[src/sv/lefe_pkg.sv]
`timescale 1ns / 1ps
// ----------------------------------------------------------------------------
// lefe_pkg
// Shared codes, types and helpers of the LED effect frame engine.
// ----------------------------------------------------------------------------
package lefe_pkg;

  // Command codes carried in the mode field
  localparam logic [3:0] MODE_TICK      = 4'd0;
  localparam logic [3:0] MODE_SET_ALL   = 4'd1;
  localparam logic [3:0] MODE_SET_LED   = 4'd2;
  localparam logic [3:0] MODE_BLINK     = 4'd3;
  localparam logic [3:0] MODE_PULSE     = 4'd4;
  localparam logic [3:0] MODE_TRANS     = 4'd5;
  localparam logic [3:0] MODE_BLINK_ONE = 4'd6;
  localparam logic [3:0] MODE_PULSE_ONE = 4'd7;
  localparam logic [3:0] MODE_TRANS_ONE = 4'd8;

  // Result action codes
  localparam logic [1:0] ACT_REFRESH = 2'd0;
  localparam logic [1:0] ACT_ALL     = 2'd1;
  localparam logic [1:0] ACT_ONE     = 2'd2;

  // Divider steps: one quotient bit per cycle
  localparam int unsigned DIV_STEPS = 32;
  localparam int unsigned DIV_CW    = $clog2(DIV_STEPS);

  typedef enum logic [1:0] {
    KIND_BLINK,
    KIND_PULSE,
    KIND_TRANS
  } kind_e;

  typedef enum logic [3:0] {
    ST_IDLE,
    ST_DECIDE,
    ST_OUT_CMD,
    ST_MUL,
    ST_MOD_GO,
    ST_MOD_WAIT,
    ST_PREP,
    ST_CH_GO,
    ST_CH_WAIT,
    ST_FIN,
    ST_OUT_FIN
  } state_e;

  // Controller to datapath commands
  typedef struct packed {
    logic load;
    logic out_cmd;
    logic out_idle;
    logic mul;
    logic mod_go;
    logic pos_load;
    logic prep;
    logic ch_go;
    logic ch_store;
    logic fin;
  } cmd_t;

  // Datapath to controller status
  typedef struct packed {
    logic  cmd_res;
    logic  frame_act;
    kind_e kind;
    logic  trans_end;
    logic  div_busy;
    logic  ch_last;
  } sts_t;

  // Pick one 8-bit channel of a color, red first
  function automatic logic [7:0] chan_sel(input logic [23:0] col, input logic [1:0] ch);
    logic [7:0] r;
    case (ch)
      2'd0:    r = col[23:16];
      2'd1:    r = col[15:8];
      default: r = col[7:0];
    endcase
    return r;
  endfunction

endpackage

[src/sv/led_effect_frame_engine_top.sv]
`timescale 1ns / 1ps
// ----------------------------------------------------------------------------
// led_effect_frame_engine_top
// LED effect frame engine: commands and frame ticks in, color writes out.
// ----------------------------------------------------------------------------
// One request at a time. A blink frame and an ended transition need no division;
// a running transition and a pulse use the shared one-bit-a-cycle divider,
// which runs 32 steps for the pulse position (pulse only) and 32 steps for each
// of the three color channels. A set-LED request may give two results.
module led_effect_frame_engine_top (
  input  logic          clk_i,
  input  logic          rst_ni,
  input  logic          s_axis_tvalid_i,
  output logic          s_axis_tready_o,
  // tdata from bit 0: first_red, first_green, first_blue, second_red,
  // second_green, second_blue, target_led, time_first, time_second, step_delay
  input  logic [111:0]  s_axis_tdata_i,
  // tuser: mode
  input  logic [3:0]    s_axis_tuser_i,
  output logic          m_axis_tvalid_o,
  input  logic          m_axis_tready_i,
  // tdata from bit 0: led_index, out_red, out_green, out_blue, next_delay,
  // timer_armed, zero fill
  output logic [63:0]   m_axis_tdata_o,
  // tuser: action
  output logic [1:0]    m_axis_tuser_o,
  // tlast: last_result
  output logic          m_axis_tlast_o
);

  lefe_pkg::cmd_t cmd;
  lefe_pkg::sts_t sts;
  logic [15:0] led_index, next_delay;
  logic [23:0] colour;
  logic        timer_armed;

  lefe_ctrl u_ctrl (
    .clk_i       (clk_i),
    .rst_ni      (rst_ni),
    .in_valid_i  (s_axis_tvalid_i),
    .in_ready_o  (s_axis_tready_o),
    .out_valid_o (m_axis_tvalid_o),
    .out_ready_i (m_axis_tready_i),
    .sts_i       (sts),
    .cmd_o       (cmd)
  );

  lefe_dp u_dp (
    .clk_i         (clk_i),
    .rst_ni        (rst_ni),
    .cmd_i         (cmd),
    .sts_o         (sts),
    .mode_i        (s_axis_tuser_i),
    .first_i       ({s_axis_tdata_i[7:0], s_axis_tdata_i[15:8], s_axis_tdata_i[23:16]}),
    .second_i      ({s_axis_tdata_i[31:24], s_axis_tdata_i[39:32], s_axis_tdata_i[47:40]}),
    .target_i      (s_axis_tdata_i[63:48]),
    .time_first_i  (s_axis_tdata_i[79:64]),
    .time_second_i (s_axis_tdata_i[95:80]),
    .step_delay_i  (s_axis_tdata_i[111:96]),
    .action_o      (m_axis_tuser_o),
    .led_index_o   (led_index),
    .colour_o      (colour),
    .next_delay_o  (next_delay),
    .timer_armed_o (timer_armed),
    .last_o        (m_axis_tlast_o)
  );

  // Pack the result
  assign m_axis_tdata_o = {7'd0, timer_armed, next_delay, colour[7:0], colour[15:8],
                           colour[23:16], led_index};

`ifndef SYNTHESIS
  a_one_side: assert property (@(posedge clk_i) disable iff (!rst_ni)
    !(s_axis_tready_o && m_axis_tvalid_o))
    else $error("input and output open together");
  a_refresh_last: assert property (@(posedge clk_i) disable iff (!rst_ni)
    (m_axis_tvalid_o && m_axis_tuser_o == lefe_pkg::ACT_REFRESH) |-> m_axis_tlast_o)
    else $error("refresh result not last");
  a_armed_last: assert property (@(posedge clk_i) disable iff (!rst_ni)
    (m_axis_tvalid_o && !m_axis_tlast_o) |-> (m_axis_tdata_o[56] == 1'b0))
    else $error("timer armed on a non-final result");
`endif

endmodule

[src/sv/lefe_ctrl.sv]
`timescale 1ns / 1ps
// ----------------------------------------------------------------------------
// lefe_ctrl
// Sequencer: per request, emits a command result, runs a frame or refreshes.
// ----------------------------------------------------------------------------
module lefe_ctrl (
  input  logic          clk_i,
  input  logic          rst_ni,
  input  logic          in_valid_i,
  output logic          in_ready_o,
  output logic          out_valid_o,
  input  logic          out_ready_i,
  input  lefe_pkg::sts_t sts_i,
  output lefe_pkg::cmd_t cmd_o
);

  lefe_pkg::state_e state_q, state_d;

  // Hold the state
  always_ff @(posedge clk_i or negedge rst_ni) begin
    if (!rst_ni) begin
      state_q <= lefe_pkg::ST_IDLE;
    end else begin
      state_q <= state_d;
    end
  end

  // Advance the sequence and issue commands
  always_comb begin
    state_d     = state_q;
    cmd_o       = '0;
    in_ready_o  = 1'b0;
    out_valid_o = 1'b0;
    unique case (state_q)
      lefe_pkg::ST_IDLE: begin
        in_ready_o = 1'b1;
        if (in_valid_i) begin
          cmd_o.load = 1'b1;
          state_d    = lefe_pkg::ST_DECIDE;
        end
      end
      lefe_pkg::ST_DECIDE: begin
        if (sts_i.cmd_res) begin
          cmd_o.out_cmd = 1'b1;
          state_d       = lefe_pkg::ST_OUT_CMD;
        end else if (sts_i.frame_act) begin
          state_d = lefe_pkg::ST_MUL;
        end else begin
          cmd_o.out_idle = 1'b1;
          state_d        = lefe_pkg::ST_OUT_FIN;
        end
      end
      lefe_pkg::ST_OUT_CMD: begin
        out_valid_o = 1'b1;
        if (out_ready_i) begin
          state_d = sts_i.frame_act ? lefe_pkg::ST_MUL : lefe_pkg::ST_IDLE;
        end
      end
      lefe_pkg::ST_MUL: begin
        cmd_o.mul = 1'b1;
        unique case (sts_i.kind)
          lefe_pkg::KIND_PULSE: state_d = lefe_pkg::ST_MOD_GO;
          lefe_pkg::KIND_TRANS: state_d = lefe_pkg::ST_PREP;
          default:              state_d = lefe_pkg::ST_FIN;
        endcase
      end
      lefe_pkg::ST_MOD_GO: begin
        cmd_o.mod_go = 1'b1;
        state_d      = lefe_pkg::ST_MOD_WAIT;
      end
      lefe_pkg::ST_MOD_WAIT: begin
        if (!sts_i.div_busy) begin
          cmd_o.pos_load = 1'b1;
          state_d        = lefe_pkg::ST_PREP;
        end
      end
      lefe_pkg::ST_PREP: begin
        if (sts_i.kind == lefe_pkg::KIND_TRANS && sts_i.trans_end) begin
          state_d = lefe_pkg::ST_FIN;
        end else begin
          cmd_o.prep = 1'b1;
          state_d    = lefe_pkg::ST_CH_GO;
        end
      end
      lefe_pkg::ST_CH_GO: begin
        cmd_o.ch_go = 1'b1;
        state_d     = lefe_pkg::ST_CH_WAIT;
      end
      lefe_pkg::ST_CH_WAIT: begin
        if (!sts_i.div_busy) begin
          cmd_o.ch_store = 1'b1;
          state_d        = sts_i.ch_last ? lefe_pkg::ST_FIN : lefe_pkg::ST_CH_GO;
        end
      end
      lefe_pkg::ST_FIN: begin
        cmd_o.fin = 1'b1;
        state_d   = lefe_pkg::ST_OUT_FIN;
      end
      lefe_pkg::ST_OUT_FIN: begin
        out_valid_o = 1'b1;
        if (out_ready_i) begin
          state_d = lefe_pkg::ST_IDLE;
        end
      end
      default: state_d = lefe_pkg::ST_IDLE;
    endcase
  end

endmodule

[src/sv/lefe_dp.sv]
`timescale 1ns / 1ps
// ----------------------------------------------------------------------------
// lefe_dp
// Effect state, frame counter, shared divider, color mixer and result register.
// ----------------------------------------------------------------------------
module lefe_dp (
  input  logic           clk_i,
  input  logic           rst_ni,
  input  lefe_pkg::cmd_t cmd_i,
  output lefe_pkg::sts_t sts_o,
  input  logic [3:0]     mode_i,
  input  logic [23:0]    first_i,
  input  logic [23:0]    second_i,
  input  logic [15:0]    target_i,
  input  logic [15:0]    time_first_i,
  input  logic [15:0]    time_second_i,
  input  logic [15:0]    step_delay_i,
  output logic [1:0]     action_o,
  output logic [15:0]    led_index_o,
  output logic [23:0]    colour_o,
  output logic [15:0]    next_delay_o,
  output logic           timer_armed_o,
  output logic           last_o
);

  // Effect state
  logic [3:0]  act_q;
  logic [23:0] c1_q, c2_q;
  logic [15:0] led_q, tf_q, ts_q, dly_q;
  logic [31:0] fc_q;

  // Latched request
  logic [3:0]  in_mode_q;
  logic [23:0] in_first_q;
  logic [15:0] in_led_q;

  // Frame work registers
  logic [31:0] t_q;
  logic [16:0] pos_q;
  logic [23:0] s_q, e_q, col_q;
  logic [16:0] num_q, den_q;
  logic [1:0]  ch_q;

  // Divider
  logic [31:0]             dvd_q;
  logic [16:0]             rem_q, dsr_q;
  logic                    busy_q;
  logic [lefe_pkg::DIV_CW-1:0] cnt_q;

  // Result register
  logic [1:0]  o_act_q;
  logic [15:0] o_led_q, o_dly_q;
  logic [23:0] o_col_q;
  logic        o_arm_q, o_last_q;

  logic        frame_act, one_led, even;
  logic        act_one_led, do_store;
  logic [3:0]  store_mode;
  logic [16:0] dur;
  logic [23:0] other;
  logic [17:0] rem_sh;
  logic        rem_ge;
  logic [7:0]  s8, e8, q8, r8, diff8;
  logic        bypass;
  logic [24:0] prod;
  logic [31:0] ch_dvd;
  logic [31:0] t_full;
  lefe_pkg::kind_e kind;

  // Decode the active effect
  assign frame_act = (act_q >= lefe_pkg::MODE_BLINK) && (act_q <= lefe_pkg::MODE_TRANS_ONE);
  assign one_led   = act_q >= lefe_pkg::MODE_BLINK_ONE;
  always_comb begin
    unique case (act_q) inside
      lefe_pkg::MODE_PULSE, lefe_pkg::MODE_PULSE_ONE: kind = lefe_pkg::KIND_PULSE;
      lefe_pkg::MODE_TRANS, lefe_pkg::MODE_TRANS_ONE: kind = lefe_pkg::KIND_TRANS;
      default:                                        kind = lefe_pkg::KIND_BLINK;
    endcase
  end
  assign even  = ~fc_q[0];
  assign dur   = {1'b0, tf_q} + {1'b0, ts_q};
  assign other = (act_q == lefe_pkg::MODE_PULSE) ? c2_q : 24'd0;

  // Decide what a new request stores
  assign act_one_led = (act_q >= lefe_pkg::MODE_BLINK_ONE) &&
                       (act_q <= lefe_pkg::MODE_TRANS_ONE);
  always_comb begin
    do_store   = 1'b0;
    store_mode = mode_i;
    if (mode_i == lefe_pkg::MODE_SET_ALL) begin
      do_store = 1'b1;
    end else if (mode_i == lefe_pkg::MODE_SET_LED) begin
      do_store = act_one_led && (led_q == target_i);
    end else if (mode_i >= lefe_pkg::MODE_BLINK && mode_i <= lefe_pkg::MODE_TRANS_ONE) begin
      do_store = 1'b1;
    end
  end

  // Hold the effect state and the frame counter
  always_ff @(posedge clk_i or negedge rst_ni) begin
    if (!rst_ni) begin
      act_q <= lefe_pkg::MODE_TICK;
      c1_q  <= '0;
      c2_q  <= '0;
      led_q <= '0;
      tf_q  <= '0;
      ts_q  <= '0;
      dly_q <= '0;
      fc_q  <= '0;
    end else begin
      if (cmd_i.load && do_store) begin
        act_q <= store_mode;
        c1_q  <= first_i;
        c2_q  <= second_i;
        led_q <= target_i;
        tf_q  <= time_first_i;
        ts_q  <= time_second_i;
        dly_q <= step_delay_i;
        if (mode_i >= lefe_pkg::MODE_BLINK) begin
          fc_q <= '0;
        end
      end else if (cmd_i.fin) begin
        fc_q <= fc_q + 32'd1;
      end
    end
  end

  // Divider step: one quotient bit a cycle
  assign rem_sh = {rem_q, dvd_q[31]};
  assign rem_ge = rem_sh >= {1'b0, dsr_q};

  // Channel operands
  assign s8     = lefe_pkg::chan_sel(s_q, ch_q);
  assign e8     = lefe_pkg::chan_sel(e_q, ch_q);
  assign diff8  = (e8 >= s8) ? (e8 - s8) : (s8 - e8);
  assign prod   = {17'd0, diff8} * {8'd0, num_q};
  assign ch_dvd = (e8 >= s8) ? {7'd0, prod}
                             : {7'd0, prod} + {15'd0, den_q} - 32'd1;
  assign bypass = (den_q == 17'd0) || (num_q >= den_q);
  assign q8     = dvd_q[7:0];
  assign r8     = bypass ? e8 : ((e8 >= s8) ? (s8 + q8) : (s8 - q8));
  assign t_full = fc_q * {16'd0, dly_q};

  always_ff @(posedge clk_i or negedge rst_ni) begin
    if (!rst_ni) begin
      busy_q <= 1'b0;
      cnt_q  <= '0;
      ch_q   <= '0;
    end else begin
      if (cmd_i.mod_go || cmd_i.ch_go) begin
        busy_q <= 1'b1;
        cnt_q  <= '0;
      end else if (busy_q) begin
        cnt_q <= cnt_q + lefe_pkg::DIV_CW'(1);
        if (cnt_q == lefe_pkg::DIV_CW'(lefe_pkg::DIV_STEPS - 1)) begin
          busy_q <= 1'b0;
        end
      end
      if (cmd_i.prep) begin
        ch_q <= '0;
      end else if (cmd_i.ch_store) begin
        ch_q <= ch_q + 2'd1;
      end
    end
  end

  // Run the datapath registers
  always_ff @(posedge clk_i) begin
    if (cmd_i.load) begin
      in_mode_q  <= mode_i;
      in_first_q <= first_i;
      in_led_q   <= target_i;
    end
    if (cmd_i.mul) begin
      t_q <= t_full;
    end
    // Load or step the divider
    if (cmd_i.mod_go) begin
      dvd_q <= t_q;
      rem_q <= '0;
      dsr_q <= dur;
    end else if (cmd_i.ch_go) begin
      dvd_q <= ch_dvd;
      rem_q <= '0;
      dsr_q <= den_q;
    end else if (busy_q) begin
      dvd_q <= {dvd_q[30:0], rem_ge};
      rem_q <= rem_ge ? 17'(rem_sh - {1'b0, dsr_q}) : rem_sh[16:0];
    end
    if (cmd_i.pos_load) begin
      pos_q <= (dur == 17'd0) ? 17'd0 : rem_q;
    end
    // Pick the interpolation end points and ratio
    if (cmd_i.prep) begin
      if (kind == lefe_pkg::KIND_PULSE) begin
        if (pos_q < {1'b0, tf_q}) begin
          s_q   <= c1_q;
          e_q   <= other;
          num_q <= pos_q;
          den_q <= {1'b0, tf_q};
        end else begin
          s_q   <= other;
          e_q   <= c1_q;
          num_q <= pos_q - {1'b0, tf_q};
          den_q <= {1'b0, ts_q};
        end
      end else begin
        s_q   <= c1_q;
        e_q   <= c2_q;
        num_q <= {1'b0, t_q[15:0]};
        den_q <= {1'b0, tf_q};
      end
    end
    if (cmd_i.ch_store) begin
      case (ch_q)
        2'd0:    col_q[23:16] <= r8;
        2'd1:    col_q[15:8]  <= r8;
        default: col_q[7:0]   <= r8;
      endcase
    end
    // Load the result register
    if (cmd_i.out_cmd) begin
      o_act_q  <= (in_mode_q == lefe_pkg::MODE_SET_ALL) ? lefe_pkg::ACT_ALL : lefe_pkg::ACT_ONE;
      o_led_q  <= (in_mode_q == lefe_pkg::MODE_SET_LED) ? in_led_q : 16'd0;
      o_col_q  <= in_first_q;
      o_dly_q  <= '0;
      o_arm_q  <= 1'b0;
      o_last_q <= ~frame_act;
    end else if (cmd_i.out_idle) begin
      o_act_q  <= lefe_pkg::ACT_REFRESH;
      o_led_q  <= '0;
      o_col_q  <= '0;
      o_dly_q  <= '0;
      o_arm_q  <= 1'b0;
      o_last_q <= 1'b1;
    end else if (cmd_i.fin) begin
      o_act_q  <= one_led ? lefe_pkg::ACT_ONE : lefe_pkg::ACT_ALL;
      o_led_q  <= one_led ? led_q : 16'd0;
      o_last_q <= 1'b1;
      case (kind)
        lefe_pkg::KIND_BLINK: begin
          o_col_q <= even ? c1_q : c2_q;
          o_dly_q <= even ? tf_q : ts_q;
          o_arm_q <= 1'b1;
        end
        lefe_pkg::KIND_PULSE: begin
          o_col_q <= col_q;
          o_dly_q <= dly_q;
          o_arm_q <= 1'b1;
        end
        default: begin
          o_col_q <= sts_o.trans_end ? c2_q : col_q;
          o_dly_q <= sts_o.trans_end ? 16'd0 : dly_q;
          o_arm_q <= ~sts_o.trans_end;
        end
      endcase
    end
  end

  // Report status
  assign sts_o.cmd_res   = (in_mode_q == lefe_pkg::MODE_SET_ALL) ||
                           (in_mode_q == lefe_pkg::MODE_SET_LED);
  assign sts_o.frame_act = frame_act;
  assign sts_o.kind      = kind;
  assign sts_o.trans_end = (tf_q == 16'd0) || (t_q >= {16'd0, tf_q});
  assign sts_o.div_busy  = busy_q;
  assign sts_o.ch_last   = ch_q == 2'd2;

  assign action_o      = o_act_q;
  assign led_index_o   = o_led_q;
  assign colour_o      = o_col_q;
  assign next_delay_o  = o_dly_q;
  assign timer_armed_o = o_arm_q;
  assign last_o        = o_last_q;

endmodule
[config.mk]
export PLATFORM = sky130hd
export DESIGN_NAME = led_effect_frame_engine_top
export DESIGN_NICKNAME = d
export VERILOG_FILES = /design/src/sv/lefe_pkg.sv /design/src/sv/led_effect_frame_engine_top.sv /design/src/sv/lefe_ctrl.sv /design/src/sv/lefe_dp.sv
export SDC_FILE = /design/constraint.sdc
export NUM_CORES = 2
export LEC_CHECK = 0
export BUFFER_PORTS_ARGS = -buffer_cell sky130_fd_sc_hd__buf_4
export CAP_MARGIN = 20
export CORE_ASPECT_RATIO = 2
export CORE_MARGIN = 10
export CORE_UTILIZATION = 50
export DETAILED_ROUTE_END_ITERATION = 10
export GPL_TIMING_DRIVEN = 0
export PLACE_DENSITY = 0.78
export SLEW_MARGIN = 20
export SYNTH_ARGS = -nofsm -noshare
export SYNTH_HDL_FRONTEND = slang
export SYNTH_SLANG_ARGS = --single-unit
[constraint.sdc]
create_clock -name clk_i -period 13.15 [get_ports clk_i]
set_clock_uncertainty 0.1 [all_clocks]
set_input_delay 3.945 -clock clk_i [delete_from_list [all_inputs] [get_ports clk_i]]
set_output_delay 3.945 -clock clk_i [all_outputs]
set_load 0.01 [all_outputs]
# --- Yosys cells after proc, flatten, opt, wreduce, memory -nomap -nowiden ---
# Index checks and enable logic that the tools add are counted.
# Widths: inputs -> output; s select.
word_totals:
  word_cells: 213
  out_inout_bits: 69
  reg_bits: 485
  input_bits: 120
classes:
  addsub: 12
  mux: 87
  mul: 2
  eq_ne: 30
  order_cmp: 10
  reduce_logical: 34
  bitwise: 3
op_table:
  columns: ["op", "n"]
  rows:
  - ["$mux 24", 10]
  - ["$mux 32", 7]
  - ["$mux 16", 10]
  - ["$mux 17", 4]
  - ["$pmux 24 s2", 1]
  - ["$pmux 4 s11", 1]
  - ["$mux 4", 9]
  - ["$logic_not 17->1", 2]
  - ["$add 32x1->32 const B", 1]
  - ["$ge 32x16->1", 1]
  - ["$mul 32x16->32", 1]
  - ["$pmux 16 s2", 1]
  - ["$pmux 8 s2", 2]
  - ["$sub 32x1->32 const B", 1]
  - ["$eq 4x3->1 const B", 7]
  - ["$add 25x17->26", 1]
  - ["$mux 1", 26]
  - ["$mul 8x17->25", 1]
  - ["$mux 8", 3]
  - ["$sub 8x8->8", 3]
  - ["$ge 18x17->1", 1]
  - ["$mux 2", 9]
  - ["$add 16x16->17", 1]
  - ["$ge 17x17->1", 1]
  - ["33 further kinds", 74]

# --- Depth between registers and ports, before layout ---
depth:
  depth_word: 10
  depth_mapped: 49
  ltp_nobuf: 46

# --- Cells and area by module ---
# A second synthesis with hierarchy kept.
hier_totals:
  cells_unflattened: 4337
  area_unflattened_um2: 42724.7
by_module_without_submodules:
  columns: ["mod", "cells_each", "n_inst", "seq_area_each_um2", "area_per_inst_um2"]
  rows:
  - ["lefe_dp", 4254, 1, 13292.7, 42071.6]
  - ["lefe_ctrl", 74, 1, 100.1, 589.3]
  - ["led_effect_frame_engine_top", 9, 1, 0.0, 63.8]

# --- Least setup slack after synthesis ---
# OpenSTA, ideal clock, no wires.
synth_timing:
  path_type: "register to register"
  start: "reg u_dp.ch_q[0]"
  end: "reg u_dp.dvd_q[24] (data pin)"
  n_path_buf: 4
  slack_ps: 1767
  synth_period_minus_slack_ps: 11383
  stages_incl_launch_ff: 47
  t_required_ps: 12787
  setup_time_ps: 263
  t_arrival_ps: 11020
  cell_sequence: "dfrtp_1 -> inv_1 -> ha_1 -> clkbuf_1 -> nor2_1 -> clkbuf_1 -> a21o_1 -> ha_1 -> a2111oi_0 -> o21ai_0 -> o22ai_1 -> a21oi_1 -> a221oi_1 -> o21ai_1 -> a21bo_2 -> a221oi_1 -> xnor2_1 -> buf_2 -> (+11 left out) -> and2_2 -> o21ai_0 -> xor2_1 -> ha_1 -> clkbuf_1 -> a21o_1 -> a21oi_1 -> o221ai_1 -> o21ba_2 -> a21oi_1 -> and4_1 -> nand4_1 -> nand2b_1 -> o22a_1 -> or4_1 -> a21oi_1 -> xnor2_1 -> o21ai_1"
synth_between:
  elab_chain_len: 10
  word_cells_on_any_way: 14
  classes_between: "add/sub (4); mul (1); order compare (1); eq/ne (1); mux (6); reduce/logical (1)"
synth_rtl:
  columns: ["element", "line", "rtl"]
  rows:
  - ["start, declared", "lefe_dp.sv:42", "logic [1:0] ch_q;"]
  - ["start signal, assigned", "lefe_dp.sv:162", "ch_q <= ch_q + 2'd1;"]
  - ["$eq 2x1->1 / $logic_not 2->1 (equally long branches)", "lefe_pkg.sv:75", "case (ch)"]
  - ["$pmux 8 s2", "lefe_pkg.sv:75", null]
  - ["$sub 8x8->8 / $ge 8x8->1 (equally long branches)", "lefe_dp.sv:135, lefe_dp.sv:137", null]
  - ["$mux 8", "lefe_dp.sv:135", "assign diff8 = (e8 >= s8) ? (e8 - s8) : (s8 - e8);"]
  - ["$mul 8x17->25", "lefe_dp.sv:136", "assign prod = {17'd0, diff8} * {8'd0, num_q};"]
  - ["$add 25x17->26", "lefe_dp.sv:138", ": {7'd0, prod} + {15'd0, den_q} - 32'd1;"]
  - ["$sub 32x1->32", "lefe_dp.sv:138", null]
  - ["$mux 32 (*)", "lefe_dp.sv:137", "assign ch_dvd = (e8 >= s8) ? {7'd0, prod}"]
  - ["$mux 32 (*)", "lefe_dp.sv:182", "end else if (cmd_i.ch_go) begin"]
  - ["$mux 32 (*)", "lefe_dp.sv:178", "if (cmd_i.mod_go) begin"]
  - ["end signal, assigned", "lefe_dp.sv:179", "dvd_q <= t_q;"]
  - ["end signal, assigned", "lefe_dp.sv:183", "dvd_q <= ch_dvd;"]
  - ["end signal, assigned", "lefe_dp.sv:187", "dvd_q <= {dvd_q[30:0], rem_ge};"]
  - ["end, declared", "lefe_dp.sv:45", "logic [31:0] dvd_q;"]
# Mark *: on every way between the ends. The rest lies on a longest branch, timed or not.
# A chain may end at the register's enable or synchronous reset.

# --- Worst setup path in the final report ---
# Ends and elaborated chain as after synthesis.

==> impl_metrics.toml <==
[sta]
clock.fmax_mhz = 79.6
finalSetupTns_ps = 0
drv_slew = 0
worstMarginPinSlew_ps = 1250
setup_viol = 0
period_share = 0.956
hold_viol = 0
slew-limit-headroom = 0.164
fin_crit_ps = 12570
rsz0062_at_grt = "false"

[clocking]
cts_tree = "done"
cts_sinks = 484
postCtsHoldBufs = 0
numCtsBuffers = 46
cts_root_buf = "clkbuf_16"
clk_pin_slew_worst_paths_ps = 70
clockBufferDepth = 3
clkLatencyLatePin_ps = 640
htreeDepth = 2

[die]
start_util = 0.505
num_rows = 149
io_pins = 189
die_area_mm2 = 0.0960
die_h_um = 428
core_region_area_mm2 = 0.0826
die_w_um = 224

[finish]
layout-drive-gt1-share = 0.0980
area_growth_pct = 11.6
fin_area_mm2 = 0.0465
nets = 5283
fillerInstances = 7372

[yosys]
synth_warnings = 0
synth.top_cell.area_share = 0.209
synth_largest_area_cell = "edfxtp_1"
synth_area_leaders = "edfxtp_1 21%, fa_1 19%, dfrtp_1 9.6%"
syn_inst = 4272
seq_area_frac_synth = 0.321
async_flop_share = 0.331
synth_edf_count = 290
syn_area_mm2 = 0.0417
synth_cell_type_count = 83
synth_ff_type = "edfxtp_1"
synth_seq_cells = 484
syn_avg_cell_area_um2 = 9.75

[setup_path]
cp.required_ps = 13420
cp_max_fo = 10
cp-start-kind = "flop"
r2r_start = "u_dp.ch_q[0]"
crit_slowest_cell = "or4_1"
ff2ff_path_depth = 44
critPathCaptureType = "flop"
ff2ff_setup_slack_ps = 580
rr_endpoint = "u_dp.dvd_q[24]"
critPathKind = "reg -> reg"
critPathMaxStageDelay_ps = 700
crit_arrival_ps = 12830

[placed_design]
dpl-instance-area_mm2 = 0.0447
dp_hpwl_um = 121000
place.gp.congestion = 1.01
io_buffers = 181

[grt]
overflow = 0
globalRouteTotalUtil = 0.311
grt_pass1_vias = 35400
grt_pass1_wl_um = 220000
grt_max_degree = 79
antenna_found_initial = 17

[route]
drtIter0Drc = 2510
wl_per_cell_um = 26.6
vias = 33500
drc = 0
drt-vias-per-instance = 5.96
ant_nets = 0
drtPass1Iterations = 6
routed_wl_um = 150000

[run_status]
status = "finished, final reports clean"

[flow_run]
cap_viol_max_count = 0

[worst_hold_path]
hold_path_depth = 2
min-delay-start = "u_dp.rem_q[1]"
hold_end = "u_dp.rem_q[1]"
hp-class = "reg -> reg"
state kept, by name, summed over array words and instances (netlist names), 17 cells and up:
signal and cells:
u_dp.dvd_q 32, u_dp.fc_q 32, u_dp.t_q 32, u_dp.c1_q 24, u_dp.c2_q 24, u_dp.col_q 24, u_dp.colour_o 24, u_dp.e_q 24
u_dp.in_first_q 24, u_dp.s_q 24, u_dp.dsr_q 17, u_dp.num_q 17, u_dp.pos_q 17, u_dp.rem_q 17
worst max-delay path, delay by kind of cell, from the launching register on:
kind | cells | cell delay, ps
AO/OA/AOI/OAI | 20 | 4890
XOR/XNOR | 3 | 680
adder cells (fa/ha/maj) | 8 | 3400
buffers and inverters | 7 | 1070
flip-flops | 1 | 420
multiplexers | 1 | 210
AND/OR/NAND/NOR | 5 | 1520
cell usage after synthesis, types with 15 or more instances:
cell type,instances
o21a_1,21
edfxtp_1,290
inv_1,525
nor3_1,41
xor2_1,65
a22o_1,54
dfrtp_1,160
nand3_1,66
mux2_2,107
ha_1,242
nor2_1,137
clkbuf_1,200
nor2b_1,46
a21o_1,56
or3_1,28
a221o_1,27
nand2b_1,42
nor4_1,21
dfxtp_1,34
a22oi_1,28
nand2_1,569
a21oi_1,197
and2_1,229
a211oi_1,15
nand4_1,29
o21ai_0,278
xnor2_1,130
fa_1,399
mux2i_1,46
per-stage QoR:
stage                     utilization  instances  setup WS (ps)  hold slack [ps]
final                           0.563       5624            585              426
after global routing            0.563       5622           60.3              463
after CTS                       0.561       5613           94.0              430
after detailed placement        0.541       5527           -813              420
after global placement          0.537       5516           -754              407
after floorplan                     -       4278           1770              358
metal layers:
| layer | global-route usage | up-vias | part of all wire |
|---|---|---|---|
| met2 | 0.547 | 1433 | 0.51 |
| li1 | - | 14800 | - |
| met4 | 0.308 | 18 | 0.12 |
| met1 | 0.292 | 16700 | 0.31 |
| met5 | 0 | - | 0.00091 |
| met3 | 0.0577 | 655 | 0.064 |
final cells by class:
cell class	count	area, um^2	share of cell area
inverter	526	1970	0.0425
antenna	7	17.5	0.000377
buffer	218	861	0.0185
clock buffer	55	1280	0.0275
sequential	484	13400	0.288
timing repair buffer	198	1650	0.0356
tap	1057	1320	0.0284
multi-input combinational	3048	25600	0.551
clock inverter	31	398	0.00856
how the worst max path moves through the flow:
stage	startpoint	end	slack, ps	cells past startpoint
floorplan	u_dp.ch_q[0]	u_dp.dvd_q[24]	1770	46
global placement	u_dp.ch_q[0]	u_dp.dvd_q[25]	-750	47
detailed placement	u_dp.ch_q[0]	u_dp.dvd_q[24]	-810	47
CTS	u_dp.ch_q[0]	u_dp.dvd_q[25]	90	46
global route	u_dp.ch_q[1]	u_dp.dvd_q[24]	60	46
finish	u_dp.ch_q[0]	u_dp.dvd_q[24]	580	44
cell usage in the layout (no fill, tap or decap), drive strengths merged, types with 27 or more instances in the layout:
| cell type | netlist | layout |
|---|---|---|
| nand2 | 569 | 569 |
| inv | 525 | 530 |
| fa | 399 | 399 |
| edfxtp | 290 | 290 |
| o21ai | 281 | 281 |
| clkbuf | 200 | 253 |
| ha | 242 | 242 |
| and2 | 230 | 230 |
| buf | 20 | 218 |
| a21oi | 198 | 198 |
| dfrtp | 160 | 160 |
| nor2 | 137 | 137 |
| xnor2 | 130 | 130 |
| mux2 | 107 | 107 |
| nand3 | 66 | 66 |
| xor2 | 66 | 66 |
| a21o | 56 | 56 |
| a22o | 54 | 54 |
| nor2b | 46 | 46 |
| mux2i | 46 | 46 |
| nand2b | 42 | 42 |
| nor3 | 41 | 41 |
| dfxtp | 34 | 34 |
| nand4 | 29 | 29 |
| or3 | 28 | 28 |
| a22oi | 28 | 28 |
| a221o | 27 | 27 |
logic make-up after synthesis:
| kind of cell | synth area share |
|---|---|
| AND/OR/NAND/NOR | 0.146 |
| AO/OA/AOI/OAI | 0.119 |
| buffers and inverters | 0.0680 |
| adder cells (fa/ha/maj) | 0.264 |
| flip-flops | 0.321 |
| XOR/XNOR | 0.0414 |
| multiplexers | 0.0400 |
| other | 0.0000900 |
what timing repair did:
| item | 4_1_cts | 5_1_grt |
|---|---|---|
| endpoints found under the setup margin | 15 | 15 |
| pin swaps | 0 | 1 |
| gates resized for setup | 6 | 14 |
| hold endpoints to repair | 0 | 0 |
| buffers inserted | 0 | 6 |
Power is not shown: default switching activity piles up to over one toggle a cycle in this logic, so the estimate is an artifact.
